===== src/sv/mrct_pkg.sv =====
// ----------------------------------------------------------------------------
// mrct_pkg: shared types and constants of the memory read cycle tracer
// Field widths, stream packing, command codes, tracker states and the
// structs passed between the tracker and the trace memory.
// ----------------------------------------------------------------------------
package mrct_pkg;

  // field widths
  localparam int unsigned AddrW     = 16;
  localparam int unsigned DataW     = 8;
  localparam int unsigned LenW      = 16;
  localparam int unsigned IdxW      = 10;
  localparam int unsigned CntOutW   = 11;
  localparam int unsigned DelayW    = 8;

  // default trace depth and register reset value
  localparam int unsigned DepthDefault = 1024;
  localparam logic [DelayW-1:0] DelayReset = 8'd3;

  // stream widths, padded to whole bytes
  localparam int unsigned InTdataW  = 40;
  localparam int unsigned OutTdataW = 56;

  // command carried on tuser
  typedef enum logic {
    CMD_TICK = 1'b0,
    CMD_READ = 1'b1
  } cmd_e;

  // read cycle tracker states
  typedef enum logic [2:0] {
    ST_IDLE  = 3'b001,
    ST_WAIT  = 3'b010,
    ST_COUNT = 3'b100
  } trk_state_e;

  // one sampled bus beat as seen by the tracker
  typedef struct packed {
    logic             tick;
    logic             active;
    logic [AddrW-1:0] addr;
    logic [DataW-1:0] data;
  } sample_t;

  // one trace entry as held in memory
  typedef struct packed {
    logic [LenW-1:0]  len;
    logic [DataW-1:0] data;
    logic [AddrW-1:0] addr;
  } trace_entry_t;

  // write request from the tracker to the trace memory
  typedef struct packed {
    logic         we;
    trace_entry_t entry;
  } wr_req_t;

endpackage


===== src/sv/mrct_tracker.sv =====
// ----------------------------------------------------------------------------
// mrct_tracker: memory read cycle tracker
// Follows the strobes tick by tick, latches address and data, counts the
// cycle length and issues one trace write per finished cycle.
// ----------------------------------------------------------------------------
module mrct_tracker #(
  parameter int unsigned Depth = mrct_pkg::DepthDefault,
  parameter int unsigned CW    = $clog2(Depth + 1)
) (
  input  logic                          clk_i,
  input  logic                          rst_ni,
  input  logic                          cfg_we_i,
  input  logic [mrct_pkg::DelayW-1:0]   cfg_wdata_i,
  input  mrct_pkg::sample_t             smp_i,
  output mrct_pkg::wr_req_t             wr_o,
  output logic [CW-1:0]                 count_o,
  output logic                          in_cycle_o,
  output logic                          full_o
);

  mrct_pkg::trk_state_e              state_q, state_d;
  logic [CW-1:0]                     count_q, count_d;
  logic [mrct_pkg::LenW-1:0]         tick_q, tick_d, tick_inc;
  logic [mrct_pkg::AddrW-1:0]        addr_q, addr_d;
  logic [mrct_pkg::DataW-1:0]        data_q, data_d;
  logic [mrct_pkg::DelayW-1:0]       delay_q;
  logic                              full;

  assign full     = (count_q == CW'(Depth));
  assign tick_inc = tick_q + mrct_pkg::LenW'(1);

  // next state of the tracker
  always_comb begin
    state_d        = state_q;
    count_d        = count_q;
    tick_d         = tick_q;
    addr_d         = addr_q;
    data_d         = data_q;
    wr_o.we        = 1'b0;
    wr_o.entry.addr = addr_q;
    wr_o.entry.data = data_q;
    wr_o.entry.len  = '0;
    if (smp_i.tick && !full) begin
      case (state_q)
        mrct_pkg::ST_IDLE: begin
          if (smp_i.active) begin
            addr_d  = smp_i.addr;
            data_d  = smp_i.data;
            tick_d  = '0;
            state_d = (delay_q == '0) ? mrct_pkg::ST_COUNT : mrct_pkg::ST_WAIT;
          end
        end
        mrct_pkg::ST_WAIT: begin
          if (smp_i.active) begin
            data_d = smp_i.data;
            if (tick_inc >= mrct_pkg::LenW'(delay_q)) begin
              state_d = mrct_pkg::ST_COUNT;
              tick_d  = '0;
            end else begin
              tick_d = tick_inc;
            end
          end else begin
            // cycle ended before the data point: zero length
            wr_o.we = 1'b1;
            count_d = count_q + CW'(1);
            tick_d  = '0;
            state_d = mrct_pkg::ST_IDLE;
          end
        end
        mrct_pkg::ST_COUNT: begin
          if (smp_i.active) begin
            if (tick_q != '1) begin
              tick_d = tick_inc;
            end
          end else begin
            wr_o.we        = 1'b1;
            wr_o.entry.len = tick_q;
            count_d        = count_q + CW'(1);
            tick_d         = '0;
            state_d        = mrct_pkg::ST_IDLE;
          end
        end
        default: begin
          state_d = mrct_pkg::ST_IDLE;
        end
      endcase
    end
  end

  // tracker registers
  always_ff @(posedge clk_i or negedge rst_ni) begin
    if (!rst_ni) begin
      state_q <= mrct_pkg::ST_IDLE;
      count_q <= '0;
      tick_q  <= '0;
      addr_q  <= '0;
      data_q  <= '0;
    end else begin
      state_q <= state_d;
      count_q <= count_d;
      tick_q  <= tick_d;
      addr_q  <= addr_d;
      data_q  <= data_d;
    end
  end

  // sample delay register
  always_ff @(posedge clk_i or negedge rst_ni) begin
    if (!rst_ni) begin
      delay_q <= mrct_pkg::DelayReset;
    end else if (cfg_we_i) begin
      delay_q <= cfg_wdata_i;
    end
  end

  assign count_o    = count_q;
  assign in_cycle_o = (state_q != mrct_pkg::ST_IDLE);
  assign full_o     = full;

endmodule


===== config.mk =====
export PLATFORM = sky130hd
export DESIGN_NAME = mrct_tracker
export DESIGN_NICKNAME = d
export VERILOG_FILES = /design/src/sv/mrct_pkg.sv /design/src/sv/mrct_tracker.sv
export SDC_FILE = /design/constraint.sdc
export NUM_CORES = 1
export LEC_CHECK = 0
export BUFFER_PORTS_ARGS = -buffer_cell sky130_fd_sc_hd__buf_2
export CAP_MARGIN = 20
export CORE_ASPECT_RATIO = 0.75
export CORE_MARGIN = 2
export CORE_UTILIZATION = 50
export DETAILED_ROUTE_END_ITERATION = 10
export HOLD_SLACK_MARGIN = 0.03
export PLACE_DENSITY = 0.89
export SLEW_MARGIN = 20
export SYNTH_ARGS = -nofsm -noshare
export SYNTH_HDL_FRONTEND = slang
export SYNTH_SLANG_ARGS = --single-unit

===== constraint.sdc =====
create_clock -name clk_i -period 8.32 [get_ports clk_i]
set_input_delay 1.664 -clock clk_i [delete_from_list [all_inputs] [get_ports clk_i]]
set_output_delay 1.664 -clock clk_i [all_outputs]
set_load 0.05 [all_outputs]

==> results of run 1 <==
state kept, by name (all words and copies together), names as in the netlist:
signal / count
addr_q: 16
count_o: 11
data_q: 8
delay_q: 8
state_q: 3
tick_q: 16
per-stage QoR:
stage | util [%] | power, mW
finish | 63.1 | 1.22
global route | 63.1 | 1.28
CTS | 63.1 | 1.23
detailed placement | 60.0 | 0.961
global placement | 60.0 | 0.941
floorplan | - | 0.833
worst max-delay path, cell delays in order:
cell and delay, ns:
buf_2 0.09, nand2b_1 0.13, nor4_2 0.66, buf_2 0.39
layer usage:
layer / wire length (microns) / GRT usage [%] / vias to the layer above
met2: 3620 / 35.1 / 115
met1: 3420 / 27.3 / 1372
met4: 113 / 8.07 / 0
met3: 543 / 6.22 / 9
met5: 0 / 0 / -
li1: - / - / 1330
cells by family after synthesis:
group / count (synthesis)
and+or+nand+nor: 126
DFF: 62
xor gates and xnor gates: 19
buffers and inverters: 29
adders and majority gates: 11
AOI/OAI and AO/OA: 51
muxes: 29
placed cells by master, fill, tap and decap left out, types with 2 or more instances in the layout:
| cell | count |
|---|---|
| nand2b_1 | 3 |
| o21ai_0 | 16 |
| nand4_1 | 8 |
| and4_1 | 2 |
| o21ai_1 | 5 |
| xor2_1 | 5 |
| dfstp_2 | 3 |
| nor4_2 | 3 |
| and3_1 | 3 |
| nor3_1 | 3 |
| or3_1 | 2 |
| dfrtp_1 | 59 |
| nor4_1 | 5 |
| and2_1 | 17 |
| mux2_2 | 25 |
| ha_1 | 11 |
| nand3_1 | 19 |
| nor2_1 | 18 |
| a32o_1 | 5 |
| clkbuf_8 | 9 |
| clkinvlp_4 | 2 |
| a31oi_1 | 5 |
| o21a_1 | 4 |
| buf_4 | 2 |
| a21oi_1 | 4 |
| buf_2 | 90 |
| clkinv_2 | 2 |
| a211oi_1 | 2 |
| inv_1 | 12 |
| o211ai_1 | 3 |
| nand2_1 | 32 |
| mux2i_1 | 4 |
| nor2b_1 | 5 |
| xnor2_1 | 14 |
power by group:
part	total, mW	switching [mW]	leakage [nW]	internal, mW
Combinational	0.514	0.372	1.06	0.143
Clock	0.263	0.124	0.0956	0.139
Sequential	0.439	0.0580	0.785	0.381
Total	1.22	0.554	1.94	0.662
worst paths after layout:
check / from / to / slack (ns)
max reg2reg: tick_q[2] / tick_q[13] / 4.80
min: count_o[10] / count_o[10] / 0.50
max: smp_i[25] / wr_o[40] / 3.72
min in group asynchronous: rst_ni / addr_q[1] / 1.48
max in group asynchronous: rst_ni / tick_q[10] / 6.33
min reg2reg: count_o[10] / count_o[10] / 0.50
layout make-up:
type                            count  area (sq um)  area share, %
Timing Repair Buffer               92           465           11.6
Clock inverter                      7          72.6           1.80
Tap cell                           81           101           2.52
Multi-Input combinational cell    236          1670           41.3
Clock buffer                        9           124           3.07
Sequential cell                    62          1560           38.6
Inverter                           12          45.0           1.12
==> summary.txt, run 1 <==
Run status
  – Status: complete, no violations

Logic synthesis
  – Avg Inst Size Synth: 10.2 sq um
  – Syn Nets: 375
  – Cells after synthesis: 327
  – Warnings, synthesis: 0
  – Seq cells post-synth: 62
  – Largest family of logic cells by synthesized area: simple AND/OR/NAND/NOR gates
  – Dominant cell type by area after synthesis: dfrtp_1
  – Most frequent cell after synthesis: dfrtp_1
  – Compound-Gate Fraction of Synth Area: 10.6%
  – Post-Synth Adder-Cell Area: 4.12%
  – Synth Area in XOR/XNOR: 4.98%
  – Top cell type's share of synthesized area: 44.2%
  – Yosys cell types: 45
  – Simple-Gate Fraction of Synth Area: 20.3%
  – Mux contribution to synthesized area: 9.63%
  – Number of synthesized flops with an enable pin: 0
  – Sequential share of the synthesized area: 46.6%
  – Fraction of registers with async set/reset: 100%
  – Synth top area cells: dfrtp_1, mux2_2, ha_1, xnor2_1, nand2_1
  – Synth top cells by count: dfrtp_1, nand2_1, mux2_2, nand3_1, nor2_1
  – Cell Area, Synth: 3340 sq um
  – Top_reg_cell synth: dfrtp_1

Place
  – DP HPWL: 5500 microns
  – Placement Cell Area: 3830 sq um
  – PortBufs: 90
  – Placed cells: 483
  – Dpl ws: 3.74 ns
  – Routability cong.: 0.906

Timing
  – Period utilization: 55.3%
  – RSZ-0062 raised after global routing: no
  – Slew Viols, Final: 0
  – Setup TNS: 0 ns
  – Endpoints failing setup: 0
  – Final Hold Fails: 0
  – Skew final: 0.0112 ns
  – Max Freq: 0.217 GHz
  – Worst slew pin tran: 1.13 ns
  – Final hold slack: 0.496 ns
  – Setup ws final: 3.72 ns
  – Fin crit period: 4.60 ns
  – Relative slew slack: 24.7%

Clock tree
  – CTS buffer count: 9
  – Root buffer cell: clkbuf_8
  – Cts hold-fix bufs: 0
  – H-tree levels: 3
  – Post CTS Setup Buffer Count: 0
  – Insertion delay to the later sink of the worst-skew pair: 0.34 ns
  – Clock Sinks: 62
  – Post-CTS Resized: 0
  – Clock transition at path regs: 0.08 ns
  – Clock tree buffer depth: 2
  – TritonCTS clock tree: done

Routing
  – 1st-pass router iterations: 4
  – DRT iter0 DRCs: 145
  – Antenna-violating nets left: 0
  – DRC violations left: 0
  – WL/cell: 15.4 microns
  – Post-Route WL: 7700 microns
  – Vias per cell: 5.66
  – Vias: 2826

Floorplan
  – Core area: 6380 sq um
  – # rows: 25
  – Die ar.: 7360 sq um
  – Initial core utilization: 52.3%
  – Num ports: 91
  – Chip height: 74.8 microns
  – Die X: 98.4 microns

Global routing
  – Grt total ovfl: 0
  – First-pass GRT wire length: 12500 microns
  – Total GRT Usage: 21.3%
  – Initial antenna violation count: 0
  – Number of global-route vias before repair: 2647
  – Largest net degree at the start of global routing: 63

Cells and area
  – Filler Cells Inserted: 517
  – Design Area, Final: 4030 sq um
  – Ratio of cells with drive above 1 in the final layout: 35.2%
  – Synth-to-layout area growth: 20.6%
  – Final non-filler cell total: 499
  – Final net count: 461
  – Antenna diode count: 0

Worst setup path
  – Worst EP arrival: 2.94 ns
  – R2R depth: 11
  – CP Max Fanout: 8
  – Critical setup path kind: primary input to output port
  – Crit end category: output port
  – CP startpoint kind: primary input
  – Worst Path Required: 6.66 ns

Worst hold path
  – Type of the tightest min-delay check: flop to flop
  – Hold path cells: 1

Flow run
  – Max-Cap Viols: 0

Pwr
  – Static Leak: 1.94 nW
  – Max VDD drop: 0.000134 V
  – Pwr dens: 302 nW/um^2
Note: power is estimated with default switching activity, not from simulation.
==> run 2, diff against run 1 <==
==> constraint.sdc (replaced) <==
create_clock -name clk_i -period 4.5 [get_ports clk_i]
set_input_delay 0.9 -clock clk_i [delete_from_list [all_inputs] [get_ports clk_i]]
set_output_delay 0.9 -clock clk_i [all_outputs]
set_load 0.05 [all_outputs]
==> run 2 against run 1 <==
Global-route usage is 0.72 points lower. Register-to-register slack lost 3.8 ns. First-iteration DRC count shrank 13%. Sequential share of layout area is 0.22 points higher. Die area unchanged. Routed wire length shrank 4.3%. Combinational power is 85% higher. Highest routed layer unchanged.
==> summary.txt, run 2 (synthesized netlist as in run 1, its figures left out) <==
Run status
  – Status: complete, no violations

Worst setup path
  – CP max stage delay: 0.57 ns (-0.09 ns)
  – Critical Path Sink: tick_q[13]
  – Crit end category: flop
  – Critical setup path kind: flop to flop
  – CP Launch Point: tick_q[2]
  – Number of stages on the worst setup path: 11 (+7)
  – Top delay family on crit path: simple AND/OR/NAND/NOR gates
  – R2R Setup Slk: 1.04 ns (-3.76 ns)
  – Worst EP arrival: 3.70 ns (+0.76 ns)
  – R2R depth: 11 (unchanged)
  – CP Max Fanout: 15 (+7)
  – Critical-path top delay cell: or4b_4
  – Reg2reg end: tick_q[13]
  – Buf/Inv on CP: 0 (-2)
  – Worst Path Required: 4.74 ns (-1.92 ns)
  – Reg2reg start: tick_q[2]
  – Cell Chain, Critical Path: nand3_1, nor2_1, xor2_1, ha_1, a21o_1, a21oi_1, nor2b_1, or4b_4, o22ai_4, nand2_2, o311ai_2
  – CP startpoint kind: flop

Clock tree
  – Post CTS Setup Buffer Count: 0 (unchanged)
  – Clock Sinks: 62 (unchanged)
  – H-tree levels: 3 (unchanged)
  – Clock transition at path regs: 0.07 ns (about the same)
  – Clock tree buffer depth: 2 (unchanged)
  – CTS buffer count: 9 (unchanged)
  – Root buffer cell: clkbuf_8
  – TritonCTS clock tree: done
  – Cts hold-fix bufs: 0 (unchanged)
  – Insertion delay to the later sink of the worst-skew pair: 0.34 ns (about the same)
  – Post-CTS Resized: 0 (unchanged)

Cells and area
  – FF/Latch Area: 1560 sq um (unchanged)
  – Antenna diode count: 0 (unchanged)
  – Synth-to-layout area growth: 20.0%
  – Design Area, Final: 4010 sq um (-0.56%)
  – Ratio of cells with drive above 1 in the final layout: 35.1% (-0.084 points)
  – Multi-input gate area: 1670 sq um (unchanged)
  – Final net count: 462 (+0.22%)
  – Most frequent cells in the layout: buf_2, dfrtp_1, nand2_1
  – Filler Cells Inserted: 510 (-1.4%)
  – Most common cell after layout, fill and taps aside: buf_2

Floorplan
  – Core area: 6380 sq um (unchanged)
  – Num ports: 91 (unchanged)
  – Die ar.: 7360 sq um (unchanged)
  – Initial core utilization: 52.3% (unchanged)
  – # rows: 25 (unchanged)
  – Die X: 98.4 microns (unchanged)
  – Chip height: 74.8 microns (unchanged)

Worst hold path
  – Type of the tightest min-delay check: flop to flop
  – Hold path cells: 1 (unchanged)

Pwr
  – Power consumption: 2.17 mW (+79%)
  – Max VDD drop: 0.000329 V (+150%)
  – Pwr dens: 542 nW/um^2 (+80%)
  – Static Leak: 1.93 nW (-0.43%)

Routing
  – Vias per cell: 5.57 (-1.6%)
  – Vias: 2785 (-1.5%)
  – DRT iter0 DRCs: 126 (-13%)
  – 1st-pass router iterations: 4 (unchanged)
  – DRC violations left: 0 (unchanged)
  – Post-Route WL: 7370 microns (-4.3%)
  – Antenna-violating nets left: 0 (unchanged)
  – WL/cell: 14.7 microns (-4.5%)

Place
  – PortBufs: 90 (unchanged)
  – DP HPWL: 5480 microns (-0.37%)
  – Placement Cell Area: 3840 sq um (+0.20%)
  – Routability cong.: 0.854 (-5.7%)

Global routing
  – Initial antenna violation count: 0 (unchanged)
  – Grt total ovfl: 0 (unchanged)
  – First-pass GRT wire length: 12100 microns (-2.8%)
  – Total GRT Usage: 20.6% (-0.72 points)
  – Largest net degree at the start of global routing: 41 (-35%)
  – Number of global-route vias before repair: 2611 (-1.4%)

Timing
  – Relative slew slack: 43.3% (+19 points)
  – Period utilization: 77.0%
  – Fin crit period: 3.46 ns
  – Slew Viols, Final: 0 (unchanged)
  – Skew final: 0.00595 ns (-0.00526 ns)
  – Final Hold Fails: 0 (unchanged)
  – Setup TNS: 0 ns (unchanged)
  – Max Freq: 0.289 GHz
  – Final hold slack: 0.488 ns (-0.00779 ns)
  – Worst slew pin tran: 0.846 ns (-0.281 ns)
  – RSZ-0062 raised after global routing: no
  – Endpoints failing setup: 0 (unchanged)

Flow run
  – Max-Cap Viols: 0 (unchanged)
## run 2: cell types whose count changed in the layout (fill, tap and decap cells not counted), sizes merged
| cell | change |
|---|---|
| clkbuf | +1 |
| bufinv | -1 |
| buf | +1 |
| clkinv | +1 |
| inv | -1 |
## run 2: stage by stage
| step | worst slack [ns] | util, % | std cells |
|---|---|---|---|
| 6_report | 1.04 | 62.8 | 500 |
| 5_1_grt | 0.817 | 62.8 | 500 |
| 4_1_cts | 1.08 | 62.7 | 500 |
| 3_5_place_dp | 1.11 | 60.1 | 484 |
| 3_3_place_gp | 1.31 | 60.1 | 484 |
| 2_1_floorplan | 0.771 | - | 327 |
## run 2: power breakdown
group / total [mW] / internal (mW) / switching, mW
Sequential: 0.808 / 0.705 / 0.103
Clock: 0.414 / 0.197 / 0.217
Combinational: 0.950 / 0.266 / 0.683
## run 2: area by class of cell
class,instances,area share [%]
Clock buffer,10,3.19
Sequential cell,62,38.8
Multi-Input combinational cell,236,41.6
Inverter,12,1.12
Tap cell,81,2.53
Clock inverter,6,0.968
Timing Repair Buffer,93,11.8
## run 2: per-layer routing
metal / wire length, microns / track usage [%] / vias to the layer above
met2: 3410 / 32.4 / 128
met4: 99 / 7.31 / 0
met5: 0 / 0 / -
li1: - / - / 1338
met1: 3250 / 27.2 / 1307
met3: 611 / 6.96 / 12
## run 2: worst min path at each step
stage                startpoint          end  slack (ns)
finish              count_o[10]  count_o[10]        0.49
global route        count_o[10]  count_o[10]        0.51
CTS                 count_o[10]  count_o[10]        0.50
detailed placement  count_o[10]  count_o[10]        0.48
global placement    count_o[10]  count_o[10]        0.48
floorplan            delay_q[1]   delay_q[1]        0.49
==> run 3, diff against run 2 <==
--- a/config.mk
+++ b/config.mk
@@ -9,7 +9,7 @@
 export CAP_MARGIN = 20
 export CORE_ASPECT_RATIO = 0.75
 export CORE_MARGIN = 2
-export CORE_UTILIZATION = 50
+export CORE_UTILIZATION = 48
 export DETAILED_ROUTE_END_ITERATION = 10
 export HOLD_SLACK_MARGIN = 0.03
 export PLACE_DENSITY = 0.89
==> constraint.sdc (replaced) <==
create_clock -name clk_i -period 2.9 [get_ports clk_i]
set_input_delay 0.58 -clock clk_i [delete_from_list [all_inputs] [get_ports clk_i]]
set_output_delay 0.58 -clock clk_i [all_outputs]
set_load 0.05 [all_outputs]
==> run 3 against run 2 <==
The flow now finishes with violations (setup timing). Highest routed layer unchanged. Largest cell class unchanged. Global-route usage is 1.6 points higher. Hold slack got worse by 0.31 ns. Clock power rose by 63%. Via count rose by 7.9%.
==> summary.txt, run 3 (synthesized netlist as in run 1, its figures left out) <==
Worst setup path
  – Cell Chain, Critical Path: nand3_2, nor2_2, xor2_1, ha_1, a21o_1, a21oi_1, nor2b_1, or4b_4, o22ai_4, buf_6, nand4_1, o311ai_2
  – Worst Path Required: 3.15 ns (-1.59 ns)
  – Worst EP arrival: 3.24 ns (-0.46 ns)
  – Critical-path top delay cell: or4b_4
  – Crit end category: flop
  – CP Max Fanout: 5 (-10)
  – CP startpoint kind: flop
  – Reg2reg start: tick_q[0]
  – R2R Setup Slk: -0.09 ns (-1.13 ns)
  – Critical setup path kind: flop to flop
  – CP max stage delay: 0.56 ns (about the same)
  – R2R depth: 12 (+1)
  – Reg2reg end: tick_q[13]

Timing
  – Worst slew pin tran: 0.863 ns (+0.0176 ns)
  – Endpoints failing setup: 14 (+14)
  – Fin crit period: 2.99 ns (-0.474 ns)
  – Relative slew slack: 42.1% (-1.2 points)
  – Final Hold Fails: 0 (unchanged)
  – Period utilization: 103% (+26 points)
  – Skew final: 0.00910 ns (+0.00315 ns)
  – Setup ws final: -0.0897 ns (-1.13 ns)
  – Slew Viols, Final: 0 (unchanged)
  – Max Freq: 0.334 GHz (+16%)
  – RSZ-0062 raised after global routing: yes

Cells and area
  – Synth-to-layout area growth: 32.8%
  – Ratio of cells with drive above 1 in the final layout: 47.0% (+12 points)
  – Filler Cells Inserted: 531 (+4.1%)
  – Final net count: 490 (+6.1%)
  – Multi-input gate area: 1810 sq um (+8.5%)
  – Antenna diode count: 0 (unchanged)
  – Most frequent cells in the layout: buf_2, dfrtp_1, buf_4
  – Design Area, Final: 4430 sq um (+11%)
  – Most common cell after layout, fill and taps aside: buf_2
  – FF/Latch Area: 1570 sq um (+0.64%)

Floorplan
  – # rows: 26 (+4.0%)
  – Die ar.: 7650 sq um (+4.0%)
  – Die X: 100 microns (+2.0%)
  – Core area: 6770 sq um (+6.0%)
  – Num ports: 91 (unchanged)
  – Chip height: 76.2 microns (+2.0%)
  – Initial core utilization: 49.4% (-3.0 points)

Place
  – DP HPWL: 6070 microns (+11%)
  – Routability cong.: 0.873 (+2.2%)
  – Placement Cell Area: 4020 sq um (+4.8%)
  – PortBufs: 90 (unchanged)

Routing
  – Vias: 3004 (+7.9%)
  – WL/cell: 16.3 microns (+11%)
  – Post-Route WL: 8680 microns (+18%)
  – DRT iter0 DRCs: 162 (+29%)
  – Antenna-violating nets left: 0 (unchanged)
  – 1st-pass router iterations: 4 (unchanged)
  – Vias per cell: 5.66 (+1.6%)
  – DRC violations left: 0 (unchanged)

Clock tree
  – Root buffer cell: clkbuf_8
  – Clock tree buffer depth: 2 (unchanged)
  – Cts hold-fix bufs: 0 (unchanged)
  – CTS buffer count: 9 (unchanged)
  – H-tree levels: 3 (unchanged)
  – Clock Sinks: 62 (unchanged)
  – Insertion delay to the later sink of the worst-skew pair: 0.35 ns (about the same)
  – Clock transition at path regs: 0.08 ns (about the same)
  – TritonCTS clock tree: done

Global routing
  – Initial antenna violation count: 0 (unchanged)
  – Grt total ovfl: 0 (unchanged)
  – Largest net degree at the start of global routing: 25 (-39%)
  – First-pass GRT wire length: 13500 microns (+11%)
  – Busiest grt layer: met2
  – Number of global-route vias before repair: 2846 (+9.0%)
  – M3 GR Usage: 7.25% (+0.28 points)
  – GR Util met2: 36.3% (+3.9 points)
  – Total GRT Usage: 22.2% (+1.6 points)
  – Grt met1 use: 28.0% (+0.80 points)

Pwr
  – Pwr dens: 786 nW/um^2 (+45%)
  – Static Leak: 2.12 nW (+9.9%)
  – Power consumption: 3.48 mW (+60%)
  – Max VDD drop: 0.000483 V (+47%)

Run status
  – Status: complete, but fails checks
  – Violated checks: setup timing

Flow run
  – Max-Cap Viols: 0 (unchanged)

Worst hold path
  – Type of the tightest min-delay check: primary input to async pin
-- run 3: changes by cell type in the layout (fill, tap and decap cells not counted), sizes merged --
cell / before / now
clkinvlp: 2 / 3
clkinv: 4 / 3
inv: 12 / 13
buf: 93 / 121
clkbuf: 10 / 9
-- run 3: how the worst max path moves through the flow --
stage,from,to,slack (ns),cells after the start
floorplan,count_o[0],count_o[5],0.01,8
global placement,tick_q[0],tick_q[2],0.13,13
detailed placement,tick_q[1],tick_q[2],-0.08,13
CTS,tick_q[0],tick_q[2],-0.04,13
global route,tick_q[0],tick_q[13],-0.20,12
finish,tick_q[0],tick_q[13],-0.09,12
-- run 3: routing by layer --
layer	up-vias	share of wire, %
li1	1388	-
met1	1465	42
met2	136	49
met3	15	7.4
met4	0	1.3
met5	-	0
-- run 3: worst max-delay path: cells and delay by family (launching register included) --
family	cells	cell delay, ns
adders and majority gates	1	0.29
and+or+nand+nor	5	1.05
xor gates and xnor gates	1	0.23
AOI/OAI and AO/OA	4	0.73
buffers and inverters	1	0.17
DFF	1	0.42
-- run 3: layout make-up --
class / instances / area share, %
clock buffers: 9 / 2.79
clock inverters: 7 / 1.13
inverters: 12 / 1.02
multi-input cells: 236 / 40.7
flip-flops and latches: 62 / 35.3
well taps: 84 / 2.37
repair buffers: 121 / 16.6
-- run 3: power breakdown --
| group | switching (mW) | total [mW] | internal, mW | leakage, nW |
|---|---|---|---|---|
| clock network | 0.365 | 0.675 | 0.310 | 0.0816 |
| registers | 0.146 | 1.24 | 1.10 | 0.774 |
| logic | 1.12 | 1.57 | 0.449 | 1.27 |
| total | 1.63 | 3.48 | 1.86 | 2.12 |
-- run 3: per-stage QoR --
step / TNS, ns / hold slack [ns] / utilization (%) / worst slack [ns] / instances
2_1_floorplan: 0 / 0.284 / - / 0.0104 / 327
3_3_place_gp: 0 / 0.481 / 59.4 / 0.134 / 506
3_5_place_dp: -0.275 / 0.483 / 59.4 / -0.0770 / 506
4_1_cts: -0.0961 / 0.181 / 64.0 / -0.0397 / 529
5_1_grt: -2.24 / 0.208 / 65.5 / -0.198 / 531
6_report: -0.702 / 0.180 / 65.5 / -0.0897 / 531
-- run 3: what timing repair did --
item / in CTS / in global routing
resized for setup: 26 / 18
pin swaps: 13 / 20
setup buffers: 6 / 2
gates cloned: 1 / 0
endpoints found under the setup margin: 29 / 33
